===== config.mk =====
export PLATFORM = sky130hd
export DESIGN_NAME = source_token_scanner
export DESIGN_NICKNAME = d
export VERILOG_FILES = /design/src/hw/rtl/stsc_pkg.sv /design/src/hw/rtl/stsc_queue.sv /design/src/hw/rtl/stsc_front.sv /design/src/hw/rtl/stsc_back.sv /design/src/hw/rtl/source_token_scanner.sv
export SDC_FILE = /design/constraint.sdc
export NUM_CORES = 1
export LEC_CHECK = 0
export ABC_AREA = 1
export BUFFER_PORTS_ARGS = -buffer_cell sky130_fd_sc_hd__buf_2
export CAP_MARGIN = 20
export CORE_MARGIN = 2
export CORE_UTILIZATION = 55
export CTS_BUF_LIST = sky130_fd_sc_hd__clkbuf_4 sky130_fd_sc_hd__clkbuf_8
export CTS_CLUSTER_SIZE = 12
export DETAILED_ROUTE_END_ITERATION = 8
export PLACE_DENSITY = 0.72
export SLEW_MARGIN = 10
export SYNTH_ARGS = -nofsm -noshare
export SYNTH_HDL_FRONTEND = slang
export SYNTH_SLANG_ARGS = --single-unit
export TNS_END_PERCENT = 30

===== constraint.sdc =====
create_clock -name clk -period 17.9 [get_ports clk]
set_input_delay 5.37 -clock clk [delete_from_list [all_inputs] [get_ports clk]]
set_output_delay 5.37 -clock clk [all_outputs]
set_load 0.05 [all_outputs]

===== src/hw/rtl/stsc_pkg.sv =====
// Shared types and constants for the source token scanner.
`default_nettype none

package stsc_pkg;

  localparam int CHAR_W      = 8;
  localparam int LINE_W      = 16;
  localparam int TOK_W       = 16;
  localparam int KW_W        = 64;
  localparam int NUM_KW_REGS = 6;
  localparam int CFG_IDX_W   = 3;
  localparam int CNT_W       = 7;   // holds a length up to 64

  // Keyword registers searched on a flush
  localparam int KEYWORD_COUNT = 6;
  localparam int KW_SEARCH     = (KEYWORD_COUNT < NUM_KW_REGS) ? KEYWORD_COUNT : NUM_KW_REGS;

  localparam int MAX_IDENT_LEN_DEF = 16;
  localparam int QUEUE_DEPTH_DEF   = 4;

  // Keywords after reset: int, main, if, else, do, while
  localparam logic [KW_W-1:0] KW_RESET [NUM_KW_REGS] = '{
    64'd7630441, 64'd1852399981, 64'd26217, 64'd1702063205, 64'd28516, 64'd435610544247
  };

  typedef enum logic [2:0] {
    KIND_LINE_CMT    = 3'd0,
    KIND_BLOCK_START = 3'd1,
    KIND_BLOCK_END   = 3'd2,
    KIND_OP          = 3'd3,
    KIND_SPECIAL     = 3'd4,
    KIND_DIGIT       = 3'd5,
    KIND_KEYWORD     = 3'd6,
    KIND_IDENT       = 3'd7
  } kind_t;

  // Commands from the front end to the back end
  typedef enum logic [1:0] {
    OP_TOKEN  = 2'd0,  // one complete token
    OP_ICHAR  = 2'd1,  // store one identifier character at cnt
    OP_IFLUSH = 2'd2   // read out cnt stored identifier characters
  } op_t;

  typedef struct packed {
    op_t                op;
    kind_t              kind;
    logic [LINE_W-1:0]  line;
    logic [TOK_W-1:0]   tok;
    logic [CHAR_W-1:0]  chr;
    logic               trunc;
    logic               last;   // carries the final result of its input item
    logic [CNT_W-1:0]   cnt;
  } cmd_t;

  typedef struct packed {
    logic [CHAR_W-1:0] char_code;
    logic              end_of_file;
  } in_item_t;

  typedef struct packed {
    kind_t             token_kind;
    logic [LINE_W-1:0] line_number;
    logic [TOK_W-1:0]  token_number;
    logic [CHAR_W-1:0] lexeme_char;
    logic              token_end;
    logic              truncated;
    logic              step_end;
  } out_item_t;

endpackage

`default_nettype wire


===== src/hw/rtl/stsc_queue.sv =====
// Command queue between the scanner front end and the result back end.
`default_nettype none

module stsc_queue import stsc_pkg::*; #(
  parameter int DEPTH = QUEUE_DEPTH_DEF
) (
  input  wire logic clk,
  input  wire logic rst_n,
  input  wire logic push,
  input  wire cmd_t wdata,
  output logic      full,
  input  wire logic pop,
  output cmd_t      head,
  output logic      head_valid
);

  localparam int PW = $clog2(DEPTH);
  localparam int CW = $clog2(DEPTH + 1);

  cmd_t          mem [DEPTH];
  logic [PW-1:0] wr_ptr_r, wr_ptr_nxt;
  logic [PW-1:0] rd_ptr_r, rd_ptr_nxt;
  logic [CW-1:0] count_r, count_nxt;
  logic          do_push;
  logic          do_pop;

  assign full       = (count_r == CW'(DEPTH));
  assign head_valid = (count_r != '0);
  assign head       = mem[rd_ptr_r];
  assign do_push    = push && !full;
  assign do_pop     = pop && head_valid;

  // Advance pointers and occupancy
  always_comb begin
    wr_ptr_nxt = do_push ? wr_ptr_r + PW'(1) : wr_ptr_r;
    rd_ptr_nxt = do_pop ? rd_ptr_r + PW'(1) : rd_ptr_r;
    count_nxt  = count_r;
    if (do_push && !do_pop) begin
      count_nxt = count_r + CW'(1);
    end else if (!do_push && do_pop) begin
      count_nxt = count_r - CW'(1);
    end
  end

  always_ff @(posedge clk) begin
    if (!rst_n) begin
      wr_ptr_r <= '0;
      rd_ptr_r <= '0;
      count_r  <= '0;
    end else begin
      wr_ptr_r <= wr_ptr_nxt;
      rd_ptr_r <= rd_ptr_nxt;
      count_r  <= count_nxt;
    end
  end

  // Store entries
  always_ff @(posedge clk) begin
    if (do_push) begin
      mem[wr_ptr_r] <= wdata;
    end
  end

endmodule

`default_nettype wire


===== src/hw/rtl/stsc_front.sv =====
// Scanner front end: accepts bytes, tracks lexer state and queues commands.
`default_nettype none

module stsc_front import stsc_pkg::*; #(
  parameter int MAX_IDENT_LEN = MAX_IDENT_LEN_DEF
) (
  input  wire logic                 clk,
  input  wire logic                 rst_n,
  input  wire logic                 in_valid,
  output logic                      in_stall,
  input  wire in_item_t             in_data,
  input  wire logic                 cfg_we,
  input  wire logic [CFG_IDX_W-1:0] cfg_index,
  input  wire logic [KW_W-1:0]      cfg_data,
  input  wire logic                 q_full,
  output logic                      q_push,
  output cmd_t                      q_wdata
);

  localparam int LW = $clog2(MAX_IDENT_LEN + 1);

  localparam logic [CHAR_W-1:0] CH_PLUS  = 8'h2B;
  localparam logic [CHAR_W-1:0] CH_MINUS = 8'h2D;
  localparam logic [CHAR_W-1:0] CH_STAR  = 8'h2A;
  localparam logic [CHAR_W-1:0] CH_SLASH = 8'h2F;
  localparam logic [CHAR_W-1:0] CH_SEMI  = 8'h3B;
  localparam logic [CHAR_W-1:0] CH_LBRC  = 8'h7B;
  localparam logic [CHAR_W-1:0] CH_RBRC  = 8'h7D;
  localparam logic [CHAR_W-1:0] CH_LPAR  = 8'h28;
  localparam logic [CHAR_W-1:0] CH_RPAR  = 8'h29;
  localparam logic [CHAR_W-1:0] CH_QUEST = 8'h3F;
  localparam logic [CHAR_W-1:0] CH_AT    = 8'h40;
  localparam logic [CHAR_W-1:0] CH_BANG  = 8'h21;
  localparam logic [CHAR_W-1:0] CH_PCT   = 8'h25;
  localparam logic [CHAR_W-1:0] CH_NL    = 8'h0A;

  typedef enum logic [2:0] {
    M_NORMAL = 3'd0,
    M_SLASH  = 3'd1,
    M_LINE   = 3'd2,
    M_BLOCK  = 3'd3,
    M_IDENT  = 3'd4
  } mode_t;

  typedef enum logic [2:0] {
    CLS_OTHER,
    CLS_SLASH,
    CLS_OP,
    CLS_SPECIAL,
    CLS_DIGIT,
    CLS_LETTER,
    CLS_NEWLINE
  } class_t;

  function automatic class_t classify(input logic [CHAR_W-1:0] c);
    class_t k;
    k = CLS_OTHER;
    if (c == CH_SLASH) begin
      k = CLS_SLASH;
    end else if (c == CH_PLUS || c == CH_MINUS || c == CH_STAR) begin
      k = CLS_OP;
    end else if (c == CH_SEMI || c == CH_LBRC || c == CH_RBRC || c == CH_LPAR ||
                 c == CH_RPAR || c == CH_QUEST || c == CH_AT || c == CH_BANG ||
                 c == CH_PCT) begin
      k = CLS_SPECIAL;
    end else if (c >= 8'h30 && c <= 8'h39) begin
      k = CLS_DIGIT;
    end else if ((c >= 8'h61 && c <= 8'h7A) || (c >= 8'h41 && c <= 8'h5A)) begin
      k = CLS_LETTER;
    end else if (c == CH_NL) begin
      k = CLS_NEWLINE;
    end
    return k;
  endfunction

  function automatic logic [15:0] sat_inc(input logic [15:0] x);
    return (x == 16'hFFFF) ? x : x + 16'd1;
  endfunction

  function automatic cmd_t mk_cmd(input op_t op, input kind_t kind,
                                  input logic [LINE_W-1:0] line,
                                  input logic [TOK_W-1:0] tok,
                                  input logic [CHAR_W-1:0] chr, input logic trunc,
                                  input logic [CNT_W-1:0] cnt);
    cmd_t e;
    e.op    = op;
    e.kind  = kind;
    e.line  = line;
    e.tok   = tok;
    e.chr   = chr;
    e.trunc = trunc;
    e.last  = 1'b0;
    e.cnt   = cnt;
    return e;
  endfunction

  logic [KW_W-1:0]    kw_r [NUM_KW_REGS];
  mode_t              mode_r, mode_nxt;
  logic               pstar_r, pstar_nxt;
  logic [LINE_W-1:0]  line_r, line_nxt;
  logic [TOK_W-1:0]   tok_r, tok_nxt;
  logic [LW-1:0]      len_r, len_nxt;
  logic               ovf_r, ovf_nxt;
  logic [7:0][7:0]    packed_r, packed_nxt;
  logic               pend_v_r, pend_v_nxt;
  cmd_t               pend_r, pend_nxt;

  logic               accept;
  logic               kw_hit;
  kind_t              fl_kind;
  logic               fl_trunc;
  class_t             cls;
  logic [CHAR_W-1:0]  c;
  cmd_t               e_a, e_b, e_n;
  logic               v_a, v_b, v_n;
  logic               do_norm;
  logic [TOK_W-1:0]   tok_v;

  assign in_stall = pend_v_r || q_full;
  assign accept   = in_valid && !in_stall;
  assign c        = in_data.char_code;
  assign cls      = classify(c);

  // Compare the packed identifier against the keyword registers
  always_comb begin
    kw_hit = 1'b0;
    for (int j = 0; j < KW_SEARCH; j++) begin
      if (kw_r[j] == packed_r) begin
        kw_hit = 1'b1;
      end
    end
  end

  assign fl_kind  = (!ovf_r && len_r <= LW'(8) && kw_hit) ? KIND_KEYWORD : KIND_IDENT;
  assign fl_trunc = (fl_kind == KIND_IDENT) && ovf_r;

  // Classify one item into at most two commands and the next lexer state
  always_comb begin
    mode_nxt   = mode_r;
    pstar_nxt  = pstar_r;
    line_nxt   = line_r;
    len_nxt    = len_r;
    ovf_nxt    = ovf_r;
    packed_nxt = packed_r;
    tok_v      = tok_r;
    e_a        = '0;
    e_b        = '0;
    e_n        = '0;
    v_a        = 1'b0;
    v_b        = 1'b0;
    v_n        = 1'b0;
    do_norm    = 1'b0;

    if (in_data.end_of_file) begin
      case (mode_r)
        M_SLASH: begin
          e_a   = mk_cmd(OP_TOKEN, KIND_OP, line_r, tok_v, CH_SLASH, 1'b0, '0);
          v_a   = 1'b1;
          tok_v = sat_inc(tok_v);
        end
        M_BLOCK: begin
          e_a   = mk_cmd(OP_TOKEN, KIND_BLOCK_END, line_r, tok_v, '0, 1'b0, '0);
          v_a   = 1'b1;
          tok_v = sat_inc(tok_v);
        end
        M_IDENT: begin
          e_a     = mk_cmd(OP_IFLUSH, fl_kind, line_r, tok_v, '0, fl_trunc, CNT_W'(len_r));
          v_a     = 1'b1;
          tok_v   = sat_inc(tok_v);
          len_nxt = '0;
          ovf_nxt = 1'b0;
        end
        default: ;
      endcase
      mode_nxt  = M_NORMAL;
      pstar_nxt = 1'b0;
    end else begin
      case (mode_r)
        M_SLASH: begin
          if (c == CH_SLASH) begin
            e_a      = mk_cmd(OP_TOKEN, KIND_LINE_CMT, line_r, tok_v, '0, 1'b0, '0);
            v_a      = 1'b1;
            tok_v    = sat_inc(tok_v);
            mode_nxt = M_LINE;
          end else if (c == CH_STAR) begin
            e_a       = mk_cmd(OP_TOKEN, KIND_BLOCK_START, line_r, tok_v, '0, 1'b0, '0);
            v_a       = 1'b1;
            tok_v     = sat_inc(tok_v);
            mode_nxt  = M_BLOCK;
            pstar_nxt = 1'b0;
          end else begin
            // Lone slash: report it, then scan this byte afresh
            e_a     = mk_cmd(OP_TOKEN, KIND_OP, line_r, tok_v, CH_SLASH, 1'b0, '0);
            v_a     = 1'b1;
            tok_v   = sat_inc(tok_v);
            do_norm = 1'b1;
          end
        end
        M_LINE: begin
          if (c == CH_NL) begin
            line_nxt = sat_inc(line_r);
            mode_nxt = M_NORMAL;
          end
        end
        M_BLOCK: begin
          if (pstar_r && c == CH_SLASH) begin
            e_a       = mk_cmd(OP_TOKEN, KIND_BLOCK_END, line_r, tok_v, '0, 1'b0, '0);
            v_a       = 1'b1;
            tok_v     = sat_inc(tok_v);
            mode_nxt  = M_NORMAL;
            pstar_nxt = 1'b0;
          end else begin
            if (c == CH_NL) begin
              line_nxt = sat_inc(line_r);
            end
            pstar_nxt = (c == CH_STAR);
          end
        end
        M_IDENT: begin
          if (cls == CLS_LETTER || cls == CLS_DIGIT) begin
            if (len_r < LW'(MAX_IDENT_LEN)) begin
              e_a = mk_cmd(OP_ICHAR, KIND_IDENT, line_r, tok_v, c, 1'b0, CNT_W'(len_r));
              v_a = 1'b1;
              if (len_r < LW'(8)) begin
                packed_nxt[len_r[2:0]] = c;
              end
              len_nxt = len_r + LW'(1);
            end else begin
              ovf_nxt = 1'b1;
            end
          end else begin
            // Identifier ends: flush it, then scan this byte afresh
            e_a     = mk_cmd(OP_IFLUSH, fl_kind, line_r, tok_v, '0, fl_trunc, CNT_W'(len_r));
            v_a     = 1'b1;
            tok_v   = sat_inc(tok_v);
            len_nxt = '0;
            ovf_nxt = 1'b0;
            do_norm = 1'b1;
          end
        end
        default: do_norm = 1'b1;
      endcase
    end

    // Scan a byte in normal mode
    if (do_norm) begin
      mode_nxt = M_NORMAL;
      case (cls)
        CLS_SLASH: mode_nxt = M_SLASH;
        CLS_OP: begin
          e_n   = mk_cmd(OP_TOKEN, KIND_OP, line_r, tok_v, c, 1'b0, '0);
          v_n   = 1'b1;
          tok_v = sat_inc(tok_v);
        end
        CLS_SPECIAL: begin
          e_n   = mk_cmd(OP_TOKEN, KIND_SPECIAL, line_r, tok_v, c, 1'b0, '0);
          v_n   = 1'b1;
          tok_v = sat_inc(tok_v);
        end
        CLS_DIGIT: begin
          e_n   = mk_cmd(OP_TOKEN, KIND_DIGIT, line_r, tok_v, c, 1'b0, '0);
          v_n   = 1'b1;
          tok_v = sat_inc(tok_v);
        end
        CLS_LETTER: begin
          e_n        = mk_cmd(OP_ICHAR, KIND_IDENT, line_r, tok_v, c, 1'b0, '0);
          v_n        = 1'b1;
          packed_nxt = '0;
          packed_nxt[0] = c;
          len_nxt    = LW'(1);
          ovf_nxt    = 1'b0;
          mode_nxt   = M_IDENT;
        end
        CLS_NEWLINE: line_nxt = sat_inc(line_r);
        default: ;
      endcase
    end

    // Place the normal-mode command behind any earlier one
    if (v_n) begin
      if (v_a) begin
        e_b = e_n;
        v_b = 1'b1;
      end else begin
        e_a = e_n;
        v_a = 1'b1;
      end
    end

    // Mark the command that carries the item's final result
    if (v_b && e_b.op != OP_ICHAR) begin
      e_b.last = 1'b1;
    end else if (v_a && e_a.op != OP_ICHAR) begin
      e_a.last = 1'b1;
    end

    tok_nxt = tok_v;
  end

  // Queue the first command at once, hold the second until the queue has room
  assign q_push  = pend_v_r ? !q_full : (accept && v_a);
  assign q_wdata = pend_v_r ? pend_r : e_a;

  always_comb begin
    pend_v_nxt = pend_v_r;
    pend_nxt   = pend_r;
    if (pend_v_r && !q_full) begin
      pend_v_nxt = 1'b0;
    end
    if (accept && v_b) begin
      pend_v_nxt = 1'b1;
      pend_nxt   = e_b;
    end
  end

  always_ff @(posedge clk) begin
    if (!rst_n) begin
      mode_r   <= M_NORMAL;
      pstar_r  <= 1'b0;
      line_r   <= LINE_W'(1);
      tok_r    <= '0;
      len_r    <= '0;
      ovf_r    <= 1'b0;
      pend_v_r <= 1'b0;
      for (int i = 0; i < NUM_KW_REGS; i++) begin
        kw_r[i] <= KW_RESET[i];
      end
    end else begin
      pend_v_r <= pend_v_nxt;
      if (cfg_we && cfg_index < CFG_IDX_W'(NUM_KW_REGS)) begin
        kw_r[cfg_index] <= cfg_data;
      end
      if (accept) begin
        mode_r  <= mode_nxt;
        pstar_r <= pstar_nxt;
        line_r  <= line_nxt;
        tok_r   <= tok_nxt;
        len_r   <= len_nxt;
        ovf_r   <= ovf_nxt;
      end
    end
  end

  // Identifier pack and held command need no reset
  always_ff @(posedge clk) begin
    pend_r <= pend_nxt;
    if (accept) begin
      packed_r <= packed_nxt;
    end
  end

endmodule

`default_nettype wire


===== src/hw/rtl/stsc_back.sv =====
// Scanner back end: executes queued commands and drives the result register.
`default_nettype none

module stsc_back import stsc_pkg::*; #(
  parameter int MAX_IDENT_LEN = MAX_IDENT_LEN_DEF
) (
  input  wire logic clk,
  input  wire logic rst_n,
  input  wire cmd_t head,
  input  wire logic head_valid,
  output logic      pop,
  output logic      out_valid,
  input  wire logic out_stall,
  output out_item_t out_data
);

  localparam int IW = $clog2(MAX_IDENT_LEN);

  typedef enum logic [1:0] {
    S_IDLE,
    S_FETCH,
    S_EMIT
  } state_t;

  logic [CHAR_W-1:0] ident_mem [MAX_IDENT_LEN];
  logic [CHAR_W-1:0] rd_data_r;

  state_t            state_r, state_nxt;
  logic [IW-1:0]     rd_idx_r, rd_idx_nxt;
  logic              out_valid_r, out_valid_nxt;
  out_item_t         out_data_r, out_data_nxt;
  logic              load;
  logic              rd_last;
  logic              mem_we;

  assign out_valid = out_valid_r;
  assign out_data  = out_data_r;
  assign load      = !out_valid_r || !out_stall;
  assign rd_last   = (CNT_W'(rd_idx_r) + CNT_W'(1)) == head.cnt;

  // Sequence commands: tokens in one step, identifiers a character at a time
  always_comb begin
    state_nxt     = state_r;
    rd_idx_nxt    = rd_idx_r;
    out_valid_nxt = out_valid_r && out_stall;
    out_data_nxt  = out_data_r;
    pop           = 1'b0;
    mem_we        = 1'b0;
    case (state_r)
      S_IDLE: begin
        if (head_valid) begin
          case (head.op)
            OP_TOKEN: begin
              if (load) begin
                out_valid_nxt             = 1'b1;
                out_data_nxt.token_kind   = head.kind;
                out_data_nxt.line_number  = head.line;
                out_data_nxt.token_number = head.tok;
                out_data_nxt.lexeme_char  = head.chr;
                out_data_nxt.token_end    = 1'b1;
                out_data_nxt.truncated    = head.trunc;
                out_data_nxt.step_end     = head.last;
                pop                       = 1'b1;
              end
            end
            OP_ICHAR: begin
              mem_we = 1'b1;
              pop    = 1'b1;
            end
            OP_IFLUSH: begin
              rd_idx_nxt = '0;
              state_nxt  = S_FETCH;
            end
            default: pop = 1'b1;
          endcase
        end
      end
      S_FETCH: state_nxt = S_EMIT;
      S_EMIT: begin
        if (load) begin
          out_valid_nxt             = 1'b1;
          out_data_nxt.token_kind   = head.kind;
          out_data_nxt.line_number  = head.line;
          out_data_nxt.token_number = head.tok;
          out_data_nxt.lexeme_char  = rd_data_r;
          out_data_nxt.token_end    = rd_last;
          out_data_nxt.truncated    = head.trunc;
          out_data_nxt.step_end     = head.last && rd_last;
          if (rd_last) begin
            pop       = 1'b1;
            state_nxt = S_IDLE;
          end else begin
            rd_idx_nxt = rd_idx_r + IW'(1);
            state_nxt  = S_FETCH;
          end
        end
      end
      default: state_nxt = S_IDLE;
    endcase
  end

  always_ff @(posedge clk) begin
    out_data_r <= out_data_nxt;
    rd_idx_r   <= rd_idx_nxt;
    if (!rst_n) begin
      state_r     <= S_IDLE;
      out_valid_r <= 1'b0;
    end else begin
      state_r     <= state_nxt;
      out_valid_r <= out_valid_nxt;
    end
  end

  // Identifier buffer: write on store commands, registered read
  always_ff @(posedge clk) begin
    if (mem_we) begin
      ident_mem[head.cnt[IW-1:0]] <= head.chr;
    end
    rd_data_r <= ident_mem[rd_idx_r];
  end

endmodule

`default_nettype wire


===== src/hw/rtl/source_token_scanner.sv =====
// Top level of the source token scanner: front end, command queue, back end.
//
//  port group | direction | handshake           | payload
//  -----------+-----------+---------------------+-------------------------------
//  in_        | input     | in_valid/in_stall   | in_item_t: char_code, end_of_file
//  out_       | output    | out_valid/out_stall | out_item_t: token fields
//  cfg_       | input     | cfg_we              | cfg_index, cfg_data (keywords)
//
// The front end takes an item while in_stall is low; an item that closes a token and
// starts another writes two commands, the second held in a pending register that keeps
// in_stall high until it is queued. The back end sends a simple token or stores an
// identifier character in one step; it reads out N stored identifier characters
// with a start step, then a fetch and an emit state per character, through the
// registered buffer read. Reset clears lexer mode, counters, queue and output
// valid; the identifier buffer holds old data. out_stall holds the output
// register; the queue absorbs up to QUEUE_DEPTH commands before in_stall rises.
`default_nettype none

module source_token_scanner import stsc_pkg::*; #(
  parameter int MAX_IDENT_LEN = MAX_IDENT_LEN_DEF,
  parameter int QUEUE_DEPTH   = QUEUE_DEPTH_DEF
) (
  input  wire logic                 clk,
  input  wire logic                 rst_n,
  input  wire logic                 in_valid,
  output logic                      in_stall,
  input  wire in_item_t             in_data,
  output logic                      out_valid,
  input  wire logic                 out_stall,
  output out_item_t                 out_data,
  input  wire logic                 cfg_we,
  input  wire logic [CFG_IDX_W-1:0] cfg_index,
  input  wire logic [KW_W-1:0]      cfg_data
);

  logic q_full;
  logic q_push;
  cmd_t q_wdata;
  logic q_pop;
  cmd_t q_head;
  logic q_valid;

  stsc_front #(.MAX_IDENT_LEN(MAX_IDENT_LEN)) u_front (
    .clk       (clk),
    .rst_n     (rst_n),
    .in_valid  (in_valid),
    .in_stall  (in_stall),
    .in_data   (in_data),
    .cfg_we    (cfg_we),
    .cfg_index (cfg_index),
    .cfg_data  (cfg_data),
    .q_full    (q_full),
    .q_push    (q_push),
    .q_wdata   (q_wdata)
  );

  stsc_queue #(.DEPTH(QUEUE_DEPTH)) u_queue (
    .clk        (clk),
    .rst_n      (rst_n),
    .push       (q_push),
    .wdata      (q_wdata),
    .full       (q_full),
    .pop        (q_pop),
    .head       (q_head),
    .head_valid (q_valid)
  );

  stsc_back #(.MAX_IDENT_LEN(MAX_IDENT_LEN)) u_back (
    .clk        (clk),
    .rst_n      (rst_n),
    .head       (q_head),
    .head_valid (q_valid),
    .pop        (q_pop),
    .out_valid  (out_valid),
    .out_stall  (out_stall),
    .out_data   (out_data)
  );

  // Front end never writes into a full queue
  a_no_overflow: assert property (@(posedge clk) disable iff (!rst_n)
    !(q_full && q_push))
    else $error("command written into full queue");

  // Back end only retires a command that is present
  a_no_underflow: assert property (@(posedge clk) disable iff (!rst_n)
    q_pop |-> q_valid)
    else $error("command retired from empty queue");

  // Tokens other than identifiers and keywords are single results
  a_simple_end: assert property (@(posedge clk) disable iff (!rst_n)
    (out_valid && out_data.token_kind != KIND_IDENT &&
     out_data.token_kind != KIND_KEYWORD) |-> out_data.token_end)
    else $error("simple token result without token end");

endmodule

`default_nettype wire


# Word level (Yosys, flattened, before mapping)
# Memories as Yosys holds them, arrays and structs flattened. A register that Yosys moved wholly into a read port is not among the register bits.
# Index checks and enable logic that the tools add are counted.
# op_classes
add_sub_neg	10
n_lt_le_gt_ge	12
n_eq_ne	53
mux	145
reduce_logical	61
# op_table
cell	n
64-bit 2-to-1 mux	8
54-bit 2-to-1 mux	9
64-bit == test	6
54-bit one-hot mux with 3 select lines	2
16-bit 2-to-1 mux	14
53-bit one-hot mux with 4 select lines	1
46-bit 2-to-1 mux	4
51-bit 2-to-1 mux	2
46-bit one-hot mux with 2 select lines	1
8-bit by 6-bit == test with 1-bit output, second input constant	10
64-bit bitwise mux	1
64-bit OR reduction	1
1-bit 2-to-1 mux	57
53-bit 2-to-1 mux	1
16-bit by 1-bit adder with 16-bit output, second input constant	3
16-bit == test, second input constant	3
16-bit one-hot mux with 3 select lines	1
3-bit 2-to-1 mux	15
5-bit 2-to-1 mux	7
16-bit one-hot mux with 2 select lines	1
8-bit demux with 3-bit select	1
8-bit by 7-bit == test with 1-bit output, second input constant	3
1-bit logical AND	21
3-bit == test, second input constant	6
other kinds (50)	103
# totals
ff_bits	221
ram_bits	728
in_bits	81
output_inout_bits	48
wordCells	320
memories	3
# mem_list
memory	depth	width	read_ports	rd_clocked_by_memory_dff	wr	line_no	source
u_front.kw_r	6	64	6	0	6	stsc_front.sv:97	logic [KW_W-1:0] kw_r [NUM_KW_REGS];
u_queue.mem	4	54	1	1	1	stsc_queue.sv:20	cmd_t mem [DEPTH];
u_back.ident_mem	16	8	1	1	1	stsc_back.sv:25	logic [CHAR_W-1:0] ident_mem [MAX_IDENT_LEN];

# Logic depth before layout (Yosys ltp)
# Gate-level depths: netlist of the first run.
# logic_depth
word_depth	26
ltp_mapped	25
mapped_depth_nobuf	24

# By module
# Synthesis of the first run repeated with hierarchy kept, for this count alone.
# hier_totals
cells_unflattened	4279
area_unflattened_um2	44579.0
# modules_own_cells
mod	n_inst	cells_per_inst	area_each_um2	seq_area_each_um2
stsc_front	1	3101	28574.9	15665.0
stsc_queue	1	591	8469.4	6666.4
stsc_back	1	587	7534.7	5565.3

# Worst setup path before layout of the first run
# OpenSTA, ideal clock, no wires.
# synth_timing
path_type	input port to flip-flop
startpoint	input port rst_n
endpoint	memory u_front.kw_r[5][0], enable pin
setup_time_ns	0.565
arrival_time_ns	10.123
required_ns	17.335
slack_ns	7.212
cell_stages	4
path_buffers	1
cell_sequence	clkbuf_1 nand3_1 nor2_1 nor3_1
# synth_lines
item	line_no	source
start: declaration	source_token_scanner.sv:24	input wire logic rst_n,
end: declaration	stsc_front.sv:97	

# Worst setup path after layout of the first run
# layout_timing
startpoint	input port in_data[7] (netlist name)
endpoint	register u_front.pend_r[52] (netlist name), enable pin
# layout_between
elab_chain_cells	20
word_cells_on_any_way	61
classes_between	order compare (6); eq/ne (18); mux (19); reduce/logical (18)
# layout_lines
item	line_no	source
start: declaration	source_token_scanner.sv:27	input wire in_item_t in_data,
parallel branches: the longest is 18 deep, another holds 8-bit by 7-bit greater-or-equal comparator with 1-bit output	--	
1-bit 2-to-1 mux (*)	stsc_front.sv:280	if (v_n) begin
1-bit logical AND (*)	stsc_front.sv:310	if (accept && v_b) begin
end signal: assignment	stsc_front.sv:346	pend_r <= pend_nxt;
end: declaration	stsc_front.sv:106	cmd_t pend_r, pend_nxt;
# Mark *: on every way between the ends.
# A chain may end at the register's enable or synchronous reset.

==> results of run 1 <==
flip-flops by register name, indices dropped and copies added (netlist names), 3 cells and up, named ones only:
signal	cells
u_front.kw_r	384
u_queue.mem	208
u_back.ident_mem	128
u_front.packed_r	64
u_back.out_data	46
u_front.pend_r	45
u_front.line_r	16
u_front.tok_r	16
u_back.rd_data_r	8
u_front.len_r	5
u_back.rd_idx_r	4
u_front.mode_r	3
u_queue.count_r	3
worst paths after layout:
kind         cells after the start  slack (ns)                  to
max                             14        9.53  u_front.pend_r[52]
min                              2        0.48                flop
max reg2reg                     16       13.10  u_queue.count_r[1]
min reg2reg                      2        0.48                flop
power by group:
part / total [mW] / switching [mW] / internal [mW]
Combinational: 1.41 / 0.982 / 0.423
Clock: 1.93 / 0.884 / 1.05
Sequential: 2.93 / 0.206 / 2.72
Total: 6.26 / 2.07 / 4.19
per-stage QoR:
step	instances	worst slack [ns]	util
2_1_floorplan	4207	7.212	-
3_3_place_gp	5194	8.871	0.5746
3_5_place_dp	5194	8.798	0.5746
4_1_cts	5478	9.655	0.6148
5_1_grt	5482	9.363	0.6152
6_report	5482	9.530	0.6152
cell usage after synthesis (57+ instances only):
master,count,area [sq um]
nand4_1,94,588.1
dfxtp_1,63,1261
inv_1,429,1610
xnor2_1,254,2225
clkbuf_1,188,705.7
a21oi_1,100,500.5
nand3_1,118,590.6
edfxtp_1,879,26400
o211ai_1,68,510.5
xor2_1,69,604.3
o21ai_0,261,1306
o22ai_1,57,356.6
nand2_1,607,2278
nor2_1,630,2365
logic make-up after synthesis:
logic type,synth area share
compound gates,0.07950
xor+xnor,0.06422
fa+ha+maj,0.003863
buf+inv,0.05945
flops,0.6278
mux,0.007272
other cells,0.00008513
simple gates,0.1578
worst max-delay path: cells and delay by family:
kind / cells / cell delay [ns]
AO/OA/AOI/OAI: 1 / 0.18
buffers and inverters: 7 / 1.68
AND/OR/NAND/NOR: 6 / 1.51
layer usage:
layer	share of wire	global-route usage	routed length [um]
met1	0.40	0.3808	46520
met2	0.47	0.4499	54560
met3	0.089	0.05167	10360
met4	0.038	0.1115	4358
met5	0.00012	0	14
cell type report:
class / instances / area (sq um) / area share
Multi-Input combinational cell: 2584 / 13880 / 0.2851
Tap cell: 1050 / 1314 / 0.02699
Timing Repair Buffer: 165 / 925.9 / 0.01902
Inverter: 455 / 1710 / 0.03514
Antenna cell: 2 / 5.005 / 0.0001028
Clock buffer: 220 / 2671 / 0.05488
Clock inverter: 64 / 513.0 / 0.01054
Sequential cell: 942 / 27660 / 0.5682
==> run_results.csv, run 1 <==
group,metric,value,unit
finish,final_common_cell,"edfxtp_1",
timing,holdWs,0.4774,ns
global_route,grt_pass1_vias,29840,
yosys,ys_types,61,
timing,report.final.slew_viol_count,0,
critical_path,crit_path_end_kind,"flop",
outcome,status,"completed",
timing,min_period,8.370,ns
floorplan,rows,103,
clock_network,clock_path_buffers,3,
timing,setup_viol,0,
hold_path,min-delay-start,"u_queue.rd_ptr_r[1]",
clock_network,path_clk_slew,0.06,ns
timing,tightest_slew,1.104,ns
global_route,gr-usage-all-layers,0.2806,
pwr,p_per_area,128.6,nW/um^2
timing,setup_tns,0,ns
drt,drt_wl_total,115.8,mm
drt,wl_per_cell,21.13,um
critical_path,worstPathCellList,"buf_2 -> inv_2 -> nand2_1 -> nor2_4 -> nand4_1 -> nand2_2 -> inv_2 -> a31oi_1 -> buf_4 -> inv_1 -> nor2_1 -> inv_2 -> nor2_4 -> buf_4",
pwr,p_leak,18.03,nW
yosys,synthFlopType,"edfxtp_1",
hold_path,hold_path.class,"reg -> reg",
clock_network,cts_setup_buffers,0,
finish,layout.nets,4396,
clock_network,postCtsHoldBufs,0,
pwr,p_total,6.262,mW
drt,drtIter0Drc,3331,
floorplan,die_x,287,um
yosys,synth_seq_cells,942,
yosys,synthesis.nets,4301,
timing,slew_headroom,0.2642,
floorplan,die-area,82370,sq um
global_route,grt_pass1_wl,174.8,mm
floorplan,core_area,79130,sq um
placed_design,dpl-instance-area,45470,sq um
clock_network,cts_sinks,942,
yosys,syn_area,44050,sq um
floorplan,io-pin-count,129,
critical_path,worstPathRequired,18.36,ns
yosys,ys_warn_count,0,
critical_path,cp-start-kind,"input pin",
finish,area_growth,10.51,%
drt,num_vias,31410,
yosys,synth-edff-count,879,
timing,final_min_period_over_clock_period,0.4676,
critical_path,critPathMaxFanout,43,
drt,detail_route.vias_per_cell,5.730,
critical_path,crit_arrival,8.83,ns
pwr,peakVddDrop,89.39,uV
global_route,grt_max_degree,107,
yosys,async_reset_ff_frac,0,
placed_design,dpl.hpwl,76.38,mm
critical_path,cp_slowest_cell,"nor2_4",
clock_network,h-tree-depth,4,
clock_network,cts_tree,"yes",
yosys,syn-mean-instance-area,10.47,sq um
global_route,antenna_found_initial,3,
timing,rsz0062_at_grt,"false",
critical_path,max_stage_delay,0.61,ns
drt,final_antenna_net_count,0,
timing,skew,0.04609,ns
job,maxCapViolCount,0,
drt,first_pass_iters,6,
floorplan,start_util,0.5567,
placed_design,finalWeightedCongestion,0.9599,
global_route,gr-total-overflow,0,
drt,drc_errors,0,
floorplan,die_h,287,um
timing,fmax,0.1195,GHz
finish,layout-drive-gt1-share,0.1291,
finish,fin_area,48680,sq um
critical_path,crit_type,"in -> reg",
critical_path,cpMostUsedCell,"inv_2",
clock_network,numCtsBuffers,154,
clock_network,ctsResizeCount,0,
critical_path,critPathLaunch,"in_data[7]",
yosys,synth-seq-area-share,0.6278,
timing,hold_viol,0,
yosys,netlist_instances,4207,
finish,n_fill_cell,6459,
finish,final_cell_mix,"edfxtp_1 (879), nor2_1 (625), nand2_1 (601)",
clock_network,cts_root_buf,"clkbuf_8",
clock_network,clock_latency,0.82,ns
placed_design,io_buffers,128,
Note: power is estimated with default switching activity, not from simulation.
==> run 2, diff against run 1 <==
==> constraint.sdc (replaced) <==
create_clock -name clk -period 8.8 [get_ports clk]
set_input_delay 2.64 -clock clk [delete_from_list [all_inputs] [get_ports clk]]
set_output_delay 2.64 -clock clk [all_outputs]
set_load 0.05 [all_outputs]
==> run 2 against run 1 <==
  * Clock skew decreased by 0.0075 ns
  * Register-to-register slack got worse by 8.8 ns
  * Sequential share of layout area about the same
  * Global-route usage increased by 0.34 points
  * Highest routed layer unchanged
==> run_results.csv, run 2 (same netlist as run 1, synthesis figures left out) <==
group,metric,value,unit
timing,slew_headroom,0.2920,
timing,report.final.slew_viol_count,0,
pwr,p_int,8.615,mW
global_route,grt_max_degree,107,
drt,final_antenna_net_count,0,
global_route,grt_pass1_wl,176.3,mm
placed_design,dpl-instance-area,45540,sq um
outcome,status,"completed",
timing,setup_tns,0,ns
timing,rsz0062_at_grt,"false",
critical_path,r2r_slack,4.27,ns
clock_network,cts_sinks,942,
drt,drc_errors,0,
drt,num_vias,31260,
drt,detail_route.vias_per_cell,5.709,
pwr,power.share.clock,0.302,
finish,final_cell_mix,"edfxtp_1 (879), nor2_1 (625), nand2_1 (601)",
critical_path,worstPathRequired,9.11,ns
timing,fmax,0.1698,GHz
critical_path,crit_path_end_kind,"flop",
clock_network,clock_path_buffers,3,
pwr,pwr-share-seq,0.463,
floorplan,die-area,82370,sq um
clock_network,cts_root_buf,"clkbuf_8",
global_route,antenna_found_initial,3,
pwr,combinationalPowerShare,0.235,
drt,drtIter0Drc,3269,
floorplan,core_area,79130,sq um
drt,first_pass_iters,5,
finish,fin_area,48680,sq um
timing,min_period,5.888,ns
pwr,switching_share,0.3367,
clock_network,path_clk_slew,0.06,ns
timing,skew,0.03857,ns
finish,layout.nets,4399,
floorplan,rows,103,
clock_network,cts_setup_buffers,0,
floorplan,start_util,0.5567,
finish,fin_util,0.6152,
global_route,gr-usage-all-layers,0.2840,
critical_path,cp-start-kind,"input pin",
critical_path,r2r_cells,16,
timing,tightest_slew,1.062,ns
placed_design,dpl.hpwl,78.85,mm
critical_path,crit_arrival,6.20,ns
global_route,gr-total-overflow,0,
hold_path,min_path_cells,2,
timing,setup_viol,0,
pwr,p_leak,18.05,nW
finish,largest_reg_flops,384,
critical_path,critPathMaxFanout,67,
drt,wl_per_cell,21.35,um
clock_network,ctsResizeCount,0,
clock_network,numCtsBuffers,153,
clock_network,cts_tree,"yes",
pwr,peakVddDrop,215.1,uV
hold_path,hold_path.class,"reg -> reg",
floorplan,io-pin-count,129,
finish,layout-drive-gt1-share,0.1271,
global_route,grt_pass1_vias,29650,
finish,largest-register,"u_front.kw_r",
pwr,p_sw,4.372,mW
finish,area_growth,10.52,%
clock_network,postCtsHoldBufs,0,
finish,final_common_cell,"edfxtp_1",
floorplan,die_x,287,um
floorplan,die_h,287,um
placed_design,finalWeightedCongestion,0.9662,
pwr,p_per_area,266.8,nW/um^2
timing,final_min_period_over_clock_period,0.6691,
timing,hold_viol,0,
drt,drt_wl_total,116.9,mm
clock_network,clock_latency,0.81,ns
job,maxCapViolCount,0,
placed_design,io_buffers,128,
critical_path,crit_type,"in -> reg",
clock_network,h-tree-depth,4,
run 2: worst max-delay path, stage by stage:
cell and delay, ns:
buf_2 0.26, nand3_4 0.75, nor2_1 0.60, nor2_1 0.10
buf_4 0.23, inv_2 0.77, nand2_4 0.78
run 2: final cells by class:
class,instances,area (sq um)
fillers,6456,30450
diodes,3,7.507
flip-flops and latches,942,27660
clock inverters,67,585.6
multi-input cells,2584,13880
repair buffers,169,973.4
well taps,1050,1314
inverters,455,1710
clock buffers,205,2552
run 2: power by group through the flow:
| stage | sequential (mW) | clock (mW) | combinational, mW |
|---|---|---|---|
| finish | 6.01 | 3.92 | 3.05 |
| global route | 6.05 | 4.16 | 3.33 |
| CTS | 6.00 | 3.96 | 3.04 |
| detailed placement | 6.08 | 0 | 3.02 |
| global placement | 6.08 | 0 | 2.96 |
| floorplan | 6.07 | 0 | 2.01 |
run 2: worst paths after layout:
check / endpoint / startpoint
min: flop / u_queue.rd_ptr_r[1]
max reg2reg: u_queue.count_r[1] / flop
max: u_front.kw_r[3][7] / rst_n
min reg2reg: flop / u_queue.rd_ptr_r[1]
run 2: metrics by stage:
| stage | worst slack (ns) | total power [mW] | hold slack (ns) | cells |
|---|---|---|---|---|
| after floorplan | 0.8425 | 8.080 | 0.4362 | 4207 |
| after global placement | 2.162 | 9.036 | 0.4542 | 5198 |
| after detailed placement | 2.136 | 9.106 | 0.4650 | 5200 |
| after CTS | 2.980 | 12.99 | 0.4722 | 5472 |
| after global routing | 2.704 | 13.54 | 0.5054 | 5473 |
| final | 2.912 | 12.99 | 0.4633 | 5475 |
run 2: layer usage:
layer,GRT usage,wire (um),vias to the layer above
li1,-,-,14470
met1,0.3882,47420,15080
met2,0.4480,54230,1488
met3,0.05706,11100,223
met4,0.1141,4136,2
met5,0,7,-
